<file path="config.mk">
export PLATFORM = sky130hd
export DESIGN_NAME = life_generation_row_stencil_unit_flat
export DESIGN_NICKNAME = d
export VERILOG_FILES = /design/src/hdl/lgrs_pkg.sv /design/src/hdl/lgrs_grid_row_if.sv /design/src/hdl/lgrs_next_row_if.sv /design/src/hdl/life_generation_row_stencil_unit.sv /design/src/flat_wrapper.sv
export SDC_FILE = /design/constraint.sdc
export NUM_CORES = 1
export LEC_CHECK = 0
export ABC_AREA = 1
export BUFFER_PORTS_ARGS = -buffer_cell sky130_fd_sc_hd__buf_2
export CORE_AREA = 2 2 288 290
export CTS_CLUSTER_SIZE = 25
export DETAILED_ROUTE_END_ITERATION = 10
export DIE_AREA = 0 0 290 292
export PLACE_DENSITY = 0.52
export RECOVER_POWER = 100
export SLEW_MARGIN = 20
export SYNTH_ARGS = -nofsm -noshare
export SYNTH_HDL_FRONTEND = slang
export SYNTH_SLANG_ARGS = --single-unit
</file>
<file path="constraint.sdc">
create_clock -name clk -period 7.5 [get_ports clk]
set_input_delay 0.375 -clock clk [delete_from_list [all_inputs] [get_ports clk]]
set_output_delay 0.375 -clock clk [all_outputs]
set_load 0.005 [all_outputs]
</file>
<file path="src/hdl/lgrs_pkg.sv">
`timescale 1ns / 1ps
`default_nettype none
// ----------------------------------------------------------------------------
// Life row stencil package
// Shared widths, reset values and rule counts for the row stencil block.
// ----------------------------------------------------------------------------
package lgrs_pkg;

    localparam int ROW_BITS          = 64;  // payload width of a row word
    localparam int CFG_BITS          = 7;   // width of the row_width register
    localparam int MAX_WIDTH_DEFAULT = 64;  // widest grid the block handles
    localparam int COUNT_BITS        = 4;   // holds a neighbor count of 0..8

    localparam logic [CFG_BITS-1:0]   ROW_WIDTH_RESET = 7'd64;
    localparam logic [COUNT_BITS-1:0] BIRTH_COUNT     = 4'd3;
    localparam logic [COUNT_BITS-1:0] SURVIVE_COUNT   = 4'd2;

endpackage

`default_nettype wire

</file>
<file path="src/hdl/lgrs_grid_row_if.sv">
`timescale 1ns / 1ps
`default_nettype none
// ----------------------------------------------------------------------------
// Grid row channel
// Valid/ready channel carrying one current-generation row word.
// ----------------------------------------------------------------------------
interface lgrs_grid_row_if;

    logic                          valid;
    logic                          ready;
    logic [lgrs_pkg::ROW_BITS-1:0] row_bits;
    logic                          last_row;

    modport source (output valid, output row_bits, output last_row, input ready);
    modport sink   (input valid, input row_bits, input last_row, output ready);

endinterface

`default_nettype wire

</file>
<file path="src/hdl/lgrs_next_row_if.sv">
`timescale 1ns / 1ps
`default_nettype none
// ----------------------------------------------------------------------------
// Next row channel
// Valid/ready channel carrying one next-generation row word.
// ----------------------------------------------------------------------------
interface lgrs_next_row_if;

    logic                          valid;
    logic                          ready;
    logic [lgrs_pkg::ROW_BITS-1:0] next_row_bits;
    logic                          frame_end;

    modport source (output valid, output next_row_bits, output frame_end, input ready);
    modport sink   (input valid, input next_row_bits, input frame_end, output ready);

endinterface

`default_nettype wire

</file>
<file path="src/hdl/life_generation_row_stencil_unit.sv">
`timescale 1ns / 1ps
`default_nettype none
// ----------------------------------------------------------------------------
// Life generation row stencil unit
// One B3/S23 generation over a grid that streams in one row word at a time.
// ----------------------------------------------------------------------------
// Usage:
//   grid_row carries the current generation, one row per word, bit k is
//   column k; last_row marks the final row of a grid. next_row returns the
//   next generation one row behind: the first row of a grid gives no word,
//   each later row gives the updated row above it, and the last row also
//   gives itself with frame_end set. Grid edges pass through unchanged and
//   bits at and above row_width (zero counts as one) read as zero.
//   cfg_wr_en/cfg_wr_data write row_width; write it only while the block is
//   idle. Reset sets row_width to 64 and starts a fresh grid.
// Timing:
//   A row word enters the stage register at its accept edge; the neighbor
//   count and rule run from the stage into the output register, which
//   drives next_row. One row per cycle is taken while next_row keeps up,
//   except after a row marked last that is not first in its grid: it holds
//   two results in the stage and blocks the next row while the second
//   result drains through the single output register.
//   When next_row stalls, the output register holds its word, the stage
//   holds its pending results and grid_row.ready drops once both are full.
// ----------------------------------------------------------------------------
module life_generation_row_stencil_unit
    import lgrs_pkg::*;
#(
    parameter int MAX_WIDTH = MAX_WIDTH_DEFAULT
)
(
    input  wire logic                clk,
    input  wire logic                rst_n,
    input  wire logic                cfg_wr_en,
    input  wire logic [CFG_BITS-1:0] cfg_wr_data,
    lgrs_grid_row_if.sink            grid_row,
    lgrs_next_row_if.source          next_row
);

    // configuration
    logic [CFG_BITS-1:0]  row_width_reg;
    logic [CFG_BITS-1:0]  eff_width;
    logic [MAX_WIDTH-1:0] width_mask;
    logic [MAX_WIDTH-1:0] inner_mask;

    // row history
    logic [MAX_WIDTH-1:0] row_above_reg;
    logic [MAX_WIDTH-1:0] row_center_reg;
    logic [1:0]           rows_seen_reg;
    logic [1:0]           rows_seen_next;

    // stage register: the three rows and the results still owed
    logic [MAX_WIDTH-1:0] up_reg;
    logic [MAX_WIDTH-1:0] mid_reg;
    logic [MAX_WIDTH-1:0] cur_reg;
    logic                 a_pend_reg;   // updated or passed row above
    logic                 a_life_reg;   // apply the rule to it
    logic                 b_pend_reg;   // last row echo
    logic                 a_pend_next;
    logic                 b_pend_next;

    // output register
    logic                 out_valid_reg;
    logic                 out_valid_next;
    logic [ROW_BITS-1:0]  out_bits_reg;
    logic [ROW_BITS-1:0]  out_bits_next;
    logic                 out_end_reg;
    logic                 out_end_next;

    logic                 out_free;
    logic                 stage_busy;
    logic                 accept;
    logic [MAX_WIDTH-1:0] cur_masked;
    logic [MAX_WIDTH-1:0] life_bits;
    logic [MAX_WIDTH-1:0] a_bits;

    // ------------------------------------------------------------------
    // Effective width and column masks
    // ------------------------------------------------------------------
    always_comb
    begin
        if (row_width_reg == '0)
            eff_width = CFG_BITS'(1);
        else if (row_width_reg > CFG_BITS'(MAX_WIDTH))
            eff_width = CFG_BITS'(MAX_WIDTH);
        else
            eff_width = row_width_reg;
    end

    always_comb
    begin
        for (int k = 0; k < MAX_WIDTH; k++)
        begin
            width_mask[k] = (CFG_BITS'(k) < eff_width);
            inner_mask[k] = (k >= 1) && (CFG_BITS'(k + 1) < eff_width);
        end
    end

    // ------------------------------------------------------------------
    // Handshake
    // ------------------------------------------------------------------
    assign out_free   = !out_valid_reg || next_row.ready;
    assign stage_busy = a_pend_reg || b_pend_reg;
    // take a row when the stage is empty, or when its only result leaves now
    assign grid_row.ready = !stage_busy || (out_free && !(a_pend_reg && b_pend_reg));
    assign accept     = grid_row.valid && grid_row.ready;
    assign cur_masked = grid_row.row_bits[MAX_WIDTH-1:0] & width_mask;

    // ------------------------------------------------------------------
    // Row history and grid position
    // ------------------------------------------------------------------
    always_comb
    begin
        if (grid_row.last_row)
            rows_seen_next = 2'd0;
        else if (rows_seen_reg == 2'd2)
            rows_seen_next = 2'd2;
        else
            rows_seen_next = rows_seen_reg + 2'd1;
    end

    always_ff @(posedge clk or negedge rst_n)
    begin
        if (!rst_n)
        begin
            row_width_reg  <= ROW_WIDTH_RESET;
            row_above_reg  <= '0;
            row_center_reg <= '0;
            rows_seen_reg  <= 2'd0;
        end
        else
        begin
            if (cfg_wr_en)
                row_width_reg <= cfg_wr_data;
            if (accept)
            begin
                row_above_reg  <= row_center_reg;
                row_center_reg <= cur_masked;
                rows_seen_reg  <= rows_seen_next;
            end
        end
    end

    // ------------------------------------------------------------------
    // Stage register: load on accept, retire one result per free output
    // ------------------------------------------------------------------
    always_comb
    begin
        a_pend_next = a_pend_reg;
        b_pend_next = b_pend_reg;
        if (out_free)
        begin
            if (a_pend_reg)
                a_pend_next = 1'b0;
            else
                b_pend_next = 1'b0;
        end
        if (accept)
        begin
            a_pend_next = (rows_seen_reg != 2'd0);
            b_pend_next = grid_row.last_row;
        end
    end

    always_ff @(posedge clk or negedge rst_n)
    begin
        if (!rst_n)
        begin
            a_pend_reg <= 1'b0;
            b_pend_reg <= 1'b0;
        end
        else
        begin
            a_pend_reg <= a_pend_next;
            b_pend_reg <= b_pend_next;
        end
    end

    // stored rows are masked again with the width in force for this row
    always_ff @(posedge clk)
    begin
        if (accept)
        begin
            up_reg     <= row_above_reg & width_mask;
            mid_reg    <= row_center_reg & width_mask;
            cur_reg    <= cur_masked;
            a_life_reg <= (rows_seen_reg == 2'd2);
        end
    end

    // ------------------------------------------------------------------
    // Rule: count the eight neighbors of every column, edges read as dead
    // ------------------------------------------------------------------
    always_comb
    begin
        logic [COUNT_BITS-1:0] n;
        logic                  ul, ur, ml, mr, dl, dr;
        for (int c = 0; c < MAX_WIDTH; c++)
        begin
            ul = (c > 0) ? up_reg[(c > 0) ? c - 1 : 0] : 1'b0;
            ml = (c > 0) ? mid_reg[(c > 0) ? c - 1 : 0] : 1'b0;
            dl = (c > 0) ? cur_reg[(c > 0) ? c - 1 : 0] : 1'b0;
            ur = (c < MAX_WIDTH - 1) ? up_reg[(c < MAX_WIDTH - 1) ? c + 1 : c] : 1'b0;
            mr = (c < MAX_WIDTH - 1) ? mid_reg[(c < MAX_WIDTH - 1) ? c + 1 : c] : 1'b0;
            dr = (c < MAX_WIDTH - 1) ? cur_reg[(c < MAX_WIDTH - 1) ? c + 1 : c] : 1'b0;
            n  = COUNT_BITS'(ul) + COUNT_BITS'(up_reg[c]) + COUNT_BITS'(ur)
               + COUNT_BITS'(ml) + COUNT_BITS'(mr)
               + COUNT_BITS'(dl) + COUNT_BITS'(cur_reg[c]) + COUNT_BITS'(dr);
            life_bits[c] = (n == BIRTH_COUNT) || (mid_reg[c] && (n == SURVIVE_COUNT));
        end
    end

    // edge columns keep the middle row; everything is clipped to the width
    assign a_bits = a_life_reg
                  ? (((mid_reg & ~inner_mask) | (life_bits & inner_mask)) & width_mask)
                  : mid_reg;

    // ------------------------------------------------------------------
    // Output register
    // ------------------------------------------------------------------
    always_comb
    begin
        out_valid_next = out_valid_reg;
        out_bits_next  = out_bits_reg;
        out_end_next   = out_end_reg;
        if (out_free)
        begin
            out_valid_next = stage_busy;
            if (a_pend_reg)
            begin
                out_bits_next = ROW_BITS'(a_bits);
                out_end_next  = 1'b0;
            end
            else
            begin
                out_bits_next = ROW_BITS'(cur_reg);
                out_end_next  = 1'b1;
            end
        end
    end

    always_ff @(posedge clk or negedge rst_n)
    begin
        if (!rst_n)
            out_valid_reg <= 1'b0;
        else
            out_valid_reg <= out_valid_next;
    end

    always_ff @(posedge clk)
    begin
        out_bits_reg <= out_bits_next;
        out_end_reg  <= out_end_next;
    end

    assign next_row.valid         = out_valid_reg;
    assign next_row.next_row_bits = out_bits_reg;
    assign next_row.frame_end     = out_end_reg;

`ifndef SYNTHESIS
    // both results of a last row outstanding: no room for another row
    assert property (@(posedge clk) disable iff (!rst_n)
        (a_pend_reg && b_pend_reg) |-> !grid_row.ready)
        else $error("row taken while stage holds two results");

    // a pending result is never dropped while the output is blocked
    assert property (@(posedge clk) disable iff (!rst_n)
        (a_pend_reg && !out_free) |=> a_pend_reg)
        else $error("pending row result lost under stall");

    assert property (@(posedge clk) disable iff (!rst_n)
        (b_pend_reg && !out_free) |=> b_pend_reg)
        else $error("pending last row echo lost under stall");

    // the row count saturates at two
    assert property (@(posedge clk) disable iff (!rst_n)
        rows_seen_reg != 2'd3)
        else $error("row count beyond saturation");
`endif

endmodule

`default_nettype wire

</file>
<file path="src/flat_wrapper.sv">
// flat-port wrapper written by rule: the top's interface ports become plain ports
module life_generation_row_stencil_unit_flat import lgrs_pkg::*;
#(
    parameter int MAX_WIDTH = MAX_WIDTH_DEFAULT
)
  (clk, rst_n, cfg_wr_en, cfg_wr_data, grid_row_valid, grid_row_row_bits, grid_row_last_row, grid_row_ready, next_row_valid, next_row_next_row_bits, next_row_frame_end, next_row_ready);
  lgrs_grid_row_if grid_row_i ();
  lgrs_next_row_if next_row_i ();
  input  wire logic clk;
  input  wire logic rst_n;
  input  wire logic cfg_wr_en;
  input  wire logic [CFG_BITS-1:0] cfg_wr_data;
  input wire logic [$bits(grid_row_i.valid)-1:0] grid_row_valid;
  input wire logic [$bits(grid_row_i.row_bits)-1:0] grid_row_row_bits;
  input wire logic [$bits(grid_row_i.last_row)-1:0] grid_row_last_row;
  output wire logic [$bits(grid_row_i.ready)-1:0] grid_row_ready;
  output wire logic [$bits(next_row_i.valid)-1:0] next_row_valid;
  output wire logic [$bits(next_row_i.next_row_bits)-1:0] next_row_next_row_bits;
  output wire logic [$bits(next_row_i.frame_end)-1:0] next_row_frame_end;
  input wire logic [$bits(next_row_i.ready)-1:0] next_row_ready;
  assign grid_row_i.valid = grid_row_valid;
  assign grid_row_i.row_bits = grid_row_row_bits;
  assign grid_row_i.last_row = grid_row_last_row;
  assign grid_row_ready = grid_row_i.ready;
  assign next_row_valid = next_row_i.valid;
  assign next_row_next_row_bits = next_row_i.next_row_bits;
  assign next_row_frame_end = next_row_i.frame_end;
  assign next_row_i.ready = next_row_ready;
  life_generation_row_stencil_unit #(.MAX_WIDTH(MAX_WIDTH)) u_core (.clk(clk), .rst_n(rst_n), .cfg_wr_en(cfg_wr_en), .cfg_wr_data(cfg_wr_data), .grid_row(grid_row_i), .next_row(next_row_i));
endmodule
</file>
=== Word level (Yosys, flattened, before mapping) ===
Cells that the tools add are included.

* Register bits: 398
* Bits of input ports: 77
* Logic and storage cells: 812

* Add/subtract/negate cells: 442
* Order comparisons: 66
* Eq/ne operators: 130
* Muxes and demuxes: 12
* Bitwise operators: 8
* Reductions and logical operators: 141

{| class="wikitable"
|+ Operators with widths
! kind !! number
|-
| adder 4 x 1 -> 4 bit || 374
|-
| equality test 4 x 2 -> 1 bit (second input constant) || 128
|-
| bitwise AND 64 bit || 6
|-
| less-than comparator 6 x 7 -> 1 bit (first input constant) || 32
|-
| two-way mux 64 bit || 2
|-
| adder 1 x 1 -> 2 bit || 63
|-
| less-than comparator 5 x 7 -> 1 bit (first input constant) || 16
|-
| logical AND 1 bit || 67
|-
| logical OR 1 bit || 67
|-
| NOT 64 bit || 1
|-
| OR 64 bit || 1
|-
| less-than comparator 4 x 7 -> 1 bit (first input constant) || 8
|-
| less-than comparator 3 x 7 -> 1 bit (first input constant) || 4
|-
| less-than comparator 1 x 7 -> 1 bit (first input constant) || 2
|-
| less-than comparator 2 x 7 -> 1 bit (first input constant) || 2
|-
| two-way mux 7 bit || 2
|-
| adder 3 x 1 -> 4 bit || 2
|-
| > comparator 7 bit (second input constant) || 1
|-
| logical NOT 7 bit || 1
|-
| less-than comparator 7 bit (first input constant) || 1
|-
| adder 2 x 1 -> 3 bit || 2
|-
| two-way mux 1 bit || 6
|-
| two-way mux 2 bit || 2
|-
| nonzero test 2 bit || 2
|-
| 5 further kinds || 7
|}

=== Longest topological paths before layout ===
Gate-level depths: netlist of run 1.

* Word-level depth: 15
* Depth in mapped cells: 17
* Depth with buffers taken out: 17

=== Worst setup path after synthesis of run 1 ===
Ideal clock, no wire load.

* Path kind: in2reg
* Start point: input next_row_ready
* End point: register u_core.a_life_reg, enable pin
* Setup time: 0.470 ns
* Arrival: 5.016 ns
* Setup slack: 2.013 ns
* Cell stages on the path: 9
* Buffers on the path: 2
* Path through: inv_1 nand2_1 nand2_1 nand2_1 o21a_1 nand2_1 inv_2 buf_2 buf_2

* Cells in the longest elaborated chain, start to end: 4

{| class="wikitable"
|+ RTL lines
! item !! line !! text
|-
| start: declaration || flat_wrapper.sv:20 || <nowiki>input wire logic [$bits(next_row_i.ready)-1:0] next_row_ready;</nowiki>
|-
| logical OR 1 bit || life_generation_row_stencil_unit.sv:102 || <nowiki>assign out_free = !out_valid_reg || next_row.ready;</nowiki>
|-
| via u_core.out_free || life_generation_row_stencil_unit.sv:70 || <nowiki>logic out_free;</nowiki>
|-
| logical AND 1 bit || life_generation_row_stencil_unit.sv:105 || <nowiki>assign grid_row.ready = !stage_busy || (out_free && !(a_pend_reg && b_pend_reg));</nowiki>
|-
| logical OR 1 bit || life_generation_row_stencil_unit.sv:105 ||
|-
| via grid_row_ready || flat_wrapper.sv:16 || <nowiki>output wire logic [$bits(grid_row_i.ready)-1:0] grid_row_ready;</nowiki>
|-
| logical AND 1 bit || life_generation_row_stencil_unit.sv:106 || <nowiki>assign accept = grid_row.valid && grid_row.ready;</nowiki>
|-
| via u_core.accept || life_generation_row_stencil_unit.sv:72 || <nowiki>logic accept;</nowiki>
|-
| end signal: assignment || life_generation_row_stencil_unit.sv:187 || <nowiki>a_life_reg <= (rows_seen_reg == 2'd2);</nowiki>
|-
| end: declaration || life_generation_row_stencil_unit.sv:57 || <nowiki>logic a_life_reg;</nowiki>
|}

The timed path passes the listed nets, and every way through them passes these cells.
A chain may end at the register's enable or synchronous reset.

=== Worst setup path after layout of run 1 ===
* Start point: register u_core.row_width_reg[6]
* End point: register u_core.out_bits_reg[45] (netlist: u_core.next_row.next_row_bits[45]) (data pin)

* Cells in the longest elaborated chain, start to end: 10
* Elaborated cells between the ends (all ways): 13
* Those cells by class: order compare (3); mux (4); bitwise (5); reduce/logical (1)

{| class="wikitable"
|+ RTL lines
! item !! line !! text
|-
| start: declaration || life_generation_row_stencil_unit.sv:41 || <nowiki>logic [CFG_BITS-1:0] row_width_reg;</nowiki>
|-
| start signal: assignment || life_generation_row_stencil_unit.sv:134 || <nowiki>row_width_reg <= cfg_wr_data;</nowiki>
|-
| > comparator 7 bit || life_generation_row_stencil_unit.sv:84 || <nowiki>else if (row_width_reg > CFG_BITS'(MAX_WIDTH))</nowiki>
|-
| two-way mux 7 bit || life_generation_row_stencil_unit.sv:84 ||
|-
| two-way mux 7 bit (*) || life_generation_row_stencil_unit.sv:82 || <nowiki>if (row_width_reg == '0)</nowiki>
|-
| less-than comparator 6 x 7 -> 1 bit || life_generation_row_stencil_unit.sv:95 || <nowiki>inner_mask[k] = (k >= 1) && (CFG_BITS'(k + 1) < eff_width);</nowiki>
|-
| NOT 64 bit || life_generation_row_stencil_unit.sv:215 || <nowiki>? (((mid_reg & ~inner_mask) | (life_bits & inner_mask)) & width_mask)</nowiki>
|-
| bitwise AND 64 bit || life_generation_row_stencil_unit.sv:215 ||
|-
| OR 64 bit || life_generation_row_stencil_unit.sv:215 ||
|-
| bitwise AND 64 bit (*) || life_generation_row_stencil_unit.sv:215 ||
|-
| two-way mux 64 bit (*) || life_generation_row_stencil_unit.sv:215 ||
|-
| two-way mux 64 bit (*) || life_generation_row_stencil_unit.sv:229 || <nowiki>if (a_pend_reg)</nowiki>
|-
| end signal: assignment || life_generation_row_stencil_unit.sv:252 || <nowiki>out_bits_reg <= out_bits_next;</nowiki>
|-
| end: declaration || life_generation_row_stencil_unit.sv:65 || <nowiki>logic [ROW_BITS-1:0] out_bits_reg;</nowiki>
|}

Every way passes the cells marked *; elsewhere a longest branch is shown, timed or not.

==> reports/qor.csv, run 1 <==
stage,metric,value,unit
status,status,"finished, violations left",
status,failing checks,"capacitance limit, slew limit",
global_routing,first-pass GRT wire length,115,mm
cts,Setup Buffers After CTS,0,
worst_setup_path,critical path type,reg -> reg,
detailed_routing,vias,19800,
yosys,synthesis warning total,0,
timing,Final setup viols,0,
layout,fin cells,4347,
worst_setup_path,slowest CP cell,dfstp_1,
layout,# diodes,0,
worst_setup_path,WP data arrival,5.95,ns
timing,Hold Fails Final Rpt,0,
worst_setup_path,"slowest stage delay, CP",0.89,ns
power,maximum vdd drop,0.181,mV
placement,IO buf count,143,
cts,"Reg clk slew, reported paths",0.06,ns
yosys,Synth top cells by count,"inv_1 (841), nand2_1 (476), nor2_1 (287)",
cts,hold_buf cts,2,
floorplan,std cell rows,105,
cts,Clock Latency Late Sink,0.58,ns
global_routing,global-route usage over all layers,0.174,
yosys,Syn Inst Count,3100,
detailed_routing,final WL,72.0,mm
placement,post-detail-place hpwl,53.1,mm
layout,Area growth syn-to-layout,11.5,%
timing,Total Neg Setup Slack,0,ns
floorplan,DIE HEIGHT,292,µm
yosys,Post-Syn Nets,3614,
yosys,"Primary FF master, synth",edfxtp_1,
cts,clock root buffer,clkbuf_16,
min_path,Hold/Removal Path Class,in -> reg,
worst_setup_path,Critical Path Fanout Max,10,
job,max-cap violation count,8,
layout,layout cell share with drive strength beyond 1,0.0644,
power,Lkg Pwr,15.6,nW
worst_setup_path,Crit path max-delay family,simple AND/OR/NAND/NOR gates,
timing,Slew Limit Headroom,-1.39,
yosys,post-synthesis sequential area ratio,0.398,
yosys,Post-Syn Area,28300,µm²
detailed_routing,Initial DRC Count,1285,
worst_setup_path,critical path capture point type,flop,
global_routing,initial antenna violation count,0,
worst_setup_path,"Buf+Inv Stages, Crit Path",4,
placement,dpl cells,4261,
cts,Clock Tree Buf Depth,3,
timing,Slew @ Worst Pin,3.59,ns
detailed_routing,DR DRC count,0,
worst_setup_path,CP Cell Sequence,clkinvlp_2 -> nand2_1 -> clkinvlp_2 -> nand2_1 -> inv_1 -> nand2_1 -> a21oi_1 -> inv_1 -> a21oi_1 -> nand2_1 -> nand2_1,
worst_setup_path,Critical Path RT,7.81,ns
timing,RSZ-0062 raised after global routing,no,
detailed_routing,Avg WL per Cell,16.6,µm
worst_setup_path,internal reg-to-reg setup slack,1.86,ns
worst_setup_path,"Top cell by count, worst path",nand2_1,
yosys,"top cells by area, synth","edfxtp_1 (27%), fa_1 (18%), dfrtp_1 (12%)",
timing,Peak Freq,0.177,GHz
floorplan,Die Area,84700,µm²
cts,# clock sinks,398,
yosys,most frequent cell after synthesis,inv_1,
timing,Final Skew,0.0115,ns
cts,cts repair resizes,0,
power,PwrDens,449,nW/µm²
layout,nets@finish,3755,
worst_setup_path,startpoint types,flop,
detailed_routing,ANT nets after route,0,
cts,CTS tree,built,
yosys,cell taking the most area after synthesis,edfxtp_1,
placement,Final Wtd Congestion,0.812,
global_routing,vias in the first global route,20300,
yosys,#FFs+latches synth,398,
yosys,"EDFF count, synth",258,
global_routing,largest net degree at the start of global routing,171,
global_routing,GRT Residual Overflow,0,
timing,min Tclk post-route,5.64,ns
cts,htree depth,2,
timing,Final Slew Violations,416,
detailed_routing,Vias per Instance,4.57,
timing,Hold WS,0.0806,ns
floorplan,core box area,81600,µm²
cts,TritonCTS buffer count,46,
floorplan,starting density of the core,0.347,
floorplan,width of the die,290,µm
floorplan,Ports,144,
yosys,Yosys top cell area share,0.274,
yosys,mean area per synthesized cell,9.12,µm²
yosys,ys async rst share,0.352,
yosys,"Distinct cells, synth",48,
timing,period utilization,0.751,
detailed_routing,drt first pass iters,6,
## kinds of logic (layout without fill, tap and decap cells)
| logic type | count (synthesis) | after routing | share of synthesized area |
|---|---|---|---|
| AOI/OAI and AO/OA | 419 | 419 | 0.0823 |
| xor gates and xnor gates | 22 | 22 | 0.00681 |
| adders and majority gates | 437 | 437 | 0.259 |
| buffers and inverters | 922 | 1099 | 0.124 |
| DFF | 398 | 398 | 0.398 |
| and+or+nand+nor | 902 | 902 | 0.130 |
## per-layer routing
metal  wire, µm  global-route usage
met5          0                   0
met2      33400               0.290
met1      33800               0.240
met3       3380              0.0246
met4       1430              0.0400
## worst paths after layout
path | from | endpoint | cells after the start
max | u_core.row_width_reg[6] | u_core.next_row.next_row_bits[45] | 11
min | grid_row_row_bits[25] | u_core.row_center_reg[25] | 3
min reg2reg | u_core.row_center_reg[0] | u_core.mid_reg[0] | 0
max in group asynchronous | rst_n | u_core.row_above_reg[32] | 3
max reg2reg | u_core.row_width_reg[6] | u_core.next_row.next_row_bits[45] | 11
min in group asynchronous | rst_n | u_core.row_above_reg[59] | 2
## placed cells by master (no fill, tap or decap), types with 25 or more instances in the layout
master,n
inv_1,850
nand2_1,484
nor2_1,291
edfxtp_1,258
fa_1,248
o21ai_0,215
ha_1,189
dfrtp_1,138
a21oi_1,122
buf_2,107
nand3_1,85
clkbuf_16,50
clkbuf_1,48
o211ai_1,25
## through the flow
| stage | utilization | instance area [µm²] | total power, mW | worst slack [ns] |
|---|---|---|---|---|
| after global placement | 0.370 | 30200 | 11.8 | 3.11 |
| after floorplan | - | 28300 | 9.91 | 2.01 |
| final | 0.387 | 31500 | 14.1 | 1.86 |
| after detailed placement | 0.370 | 30200 | 12.0 | 3.08 |
| after CTS | 0.389 | 31700 | 14.4 | 3.16 |
| after global routing | 0.387 | 31500 | 16.0 | 1.50 |
## final cells by class
| cell class | count | area [µm²] |
|---|---|---|
| Sequential cell | 398 | 11300 |
| Tap cell | 1070 | 1340 |
| Fill cell | 8267 | 50000 |
| Multi-Input combinational cell | 1780 | 13400 |
| Clock buffer | 63 | 1370 |
| Timing Repair Buffer | 156 | 761 |
| Clock inverter | 21 | 138 |
| Inverter | 859 | 3240 |
## power breakdown
part | switching, mW | internal, mW | leakage (nW)
sequential | 0.554 | 3.34 | 4.38
clock | 0.952 | 1.31 | 0.749
combinational | 4.69 | 3.30 | 10.5
total | 6.20 | 7.95 | 15.6
## tightest hold or removal path, stage by stage
cell and delay (ns):
buf_2 0.10, nand2_1 0.07, o21ai_0 0.07
No activity file was read; power rests on OpenSTA's default activity.
==> run 2, diff against run 1 <==
ABC_AREA = 0   (was 1)
CORE_AREA = 2 2 287 289   (was 2 2 288 290)
DIE_AREA = 0 0 289 291   (was 0 0 290 292)
clock period = 5.25 ns   (was 7.5 ns; I/O delays follow)
==> reports/qor.csv, run 2 <==
stage,metric,value,unit
cts,cts repair resizes,0,
floorplan,DIE HEIGHT,291,µm
detailed_routing,Vias per Instance,4.95,
global_routing,global-route usage over all layers,0.186,
timing,RSZ-0062 raised after global routing,no,
cts,Setup Buffers After CTS,0,
cts,Clock Latency Late Sink,0.60,ns
global_routing,first-pass GRT wire length,120,mm
worst_setup_path,Critical Path Fanout Max,41,
yosys,Synth top cells by count,"inv_1 (578), nand2_1 (267), edfxtp_1 (258)",
yosys,"EDFF count, synth",258,
yosys,"top cells by area, synth","edfxtp_1 (28%), fa_1 (18%), dfrtp_1 (12%)",
cts,htree depth,2,
power,Lkg Pwr,14.8,nW
yosys,ys async rst share,0.352,
layout,Area growth syn-to-layout,13.8,%
placement,post-detail-place hpwl,58.0,mm
floorplan,width of the die,289,µm
global_routing,vias in the first global route,20800,
cts,hold_buf cts,48,
worst_setup_path,startpoint types,flop,
layout,nets@finish,3346,
layout,Post-Route Utilization,0.394,
status,status,"finished, violations left",
cts,clock root buffer,clkbuf_16,
yosys,mean area per synthesized cell,10.6,µm²
timing,Peak Freq,0.233,GHz
power,Clock power frac,0.173,
power,Gate power share,0.546,
power,Flop pwr share,0.281,
yosys,cell taking the most area after synthesis,edfxtp_1,
power,sw frac,0.424,
yosys,Post-Syn Area,28100,µm²
yosys,Post-Syn Nets,3159,
layout,most frequent cells in the layout,"inv_1 (577), nand2_1 (268), edfxtp_1 (258)",
global_routing,largest net degree at the start of global routing,78,
yosys,Syn Inst Count,2645,
placement,Final Wtd Congestion,0.857,
layout,Multi-input gate area,14200,µm²
worst_setup_path,Critical Path RT,5.44,ns
yosys,"Distinct cells, synth",84,
timing,Total Neg Setup Slack,0,ns
floorplan,core box area,81200,µm²
layout,Reg area,11300,µm²
detailed_routing,Avg WL per Cell,19.5,µm
floorplan,Die Area,84100,µm²
global_routing,GRT Residual Overflow,0,
worst_setup_path,critical path capture point type,flop,
power,Int Pwr,11.6,mW
worst_setup_path,internal reg-to-reg setup slack,0.95,ns
job,max-cap violation count,6,
yosys,#FFs+latches synth,398,
placement,IO buf count,143,
floorplan,starting density of the core,0.346,
detailed_routing,vias,19500,
floorplan,Ports,144,
cts,CTS tree,built,
layout,"most common cell after layout, fill and taps aside",inv_1,
yosys,Yosys top cell area share,0.276,
timing,Final Skew,0.0199,ns
timing,Slew Limit Headroom,-0.887,
power,total power,20.1,mW
power,PwrDens,629,nW/µm²
layout,layout cell share with drive strength beyond 1,0.100,
cts,TritonCTS buffer count,48,
yosys,"Primary FF master, synth",edfxtp_1,
cts,# clock sinks,398,
yosys,post-synthesis sequential area ratio,0.401,
detailed_routing,drt first pass iters,5,
floorplan,std cell rows,105,
layout,Filler cells,7965,
detailed_routing,final WL,76.8,mm
worst_setup_path,WP data arrival,4.49,ns
status,failing checks,"capacitance limit, slew limit",
global_routing,initial antenna violation count,0,
timing,min Tclk post-route,4.30,ns
timing,Final Slew Violations,224,
power,maximum vdd drop,0.229,mV
timing,Slew @ Worst Pin,2.83,ns
cts,"Reg clk slew, reported paths",0.06,ns
detailed_routing,ANT nets after route,0,
timing,Hold Fails Final Rpt,0,
detailed_routing,DR DRC count,0,
yosys,most frequent cell after synthesis,inv_1,
min_path,Hold/Removal Path Class,in -> reg,
timing,Final setup viols,0,
timing,period utilization,0.819,
cts,Clock Tree Buf Depth,3,
power,sw power,8.53,mW
yosys,synthesis warning total,0,
worst_setup_path,critical path type,reg -> reg,
detailed_routing,Initial DRC Count,1204,
[run 2: changes by cell type in the layout (fill, tap and decap cells not counted), sizes merged, moves of 25 or more]
cell,delta
mux2,+69
a21oi,-42
dlygate4sd3,+46
o21ai,-141
inv,-273
nor2b,+69
nor2,-187
nand2,-218
nand3,-66
and2,+124
and3,+25
a31oi,+34
[run 2: logic make-up (layout without fill, tap and decap cells)]
group,Yosys count,after routing,synth area share
other,0,1,0
and+or+nand+nor,696,696,0.124
muxes,93,93,0.0362
AOI/OAI and AO/OA,358,358,0.0848
buffers and inverters,662,887,0.0926
adders and majority gates,438,438,0.261
DFF,398,398,0.401
[run 2: final timing paths]
check / startpoint / endpoint / depth (start not counted)
max: u_core.a_pend_reg / u_core.next_row.next_row_bits[54] / 4
min: grid_row_row_bits[22] / u_core.cur_reg[22] / 2
max reg2reg: u_core.a_pend_reg / u_core.next_row.next_row_bits[54] / 4
min reg2reg: u_core.row_above_reg[0] / u_core.up_reg[0] / 0
max in group asynchronous: rst_n / u_core.row_above_reg[62] / 3
min in group asynchronous: rst_n / u_core.row_center_reg[34] / 2
[run 2: final cells by class]
type,count,area share
antenna,1,0.0000783
clock buffer,60,0.0413
clock inverter,28,0.00955
inverter,581,0.0686
multi-input combinational,1585,0.444
sequential,398,0.352
tap,1070,0.0419
timing repair buffer,218,0.0428
[run 2: power groups by stage]
stage,clock network (mW),registers (mW),logic (mW)
after floorplan,0,5.35,8.15
after global placement,0,5.69,10.1
after detailed placement,0,5.72,11.0
after CTS,3.56,5.67,11.2
after global routing,3.68,5.80,12.8
final,3.47,5.65,11.0
[run 2: critical path, cell delays in order, from the launching register on]
cell	delay, ns
dfrtp_1	1.56
clkinv_1	0.33
clkbuf_1	1.17
a221oi_1	0.65
a21oi_1	0.11
[run 2: per-layer routing]
metal | part of all wire | track usage | vias up
li1 | - | - | 9052
met1 | 0.43 | 0.241 | 9871
met2 | 0.49 | 0.314 | 425
met3 | 0.044 | 0.0236 | 141
met4 | 0.038 | 0.0718 | 0
met5 | 0 | 0 | -
[run 2: metrics by stage]
stage / instance area [µm²] / instances / setup WS (ns) / hold WS, ns
6_report: 32000 / 3941 / 0.951 / 0.0312
5_1_grt: 32000 / 3940 / 0.732 / 0.0369
4_1_cts: 32100 / 3940 / 1.54 / 0.000170
3_5_place_dp: 30000 / 3804 / 1.52 / 0.220
3_3_place_gp: 30000 / 3804 / 1.64 / 0.216
2_1_floorplan: 28100 / 2645 / 1.82 / -0.0331
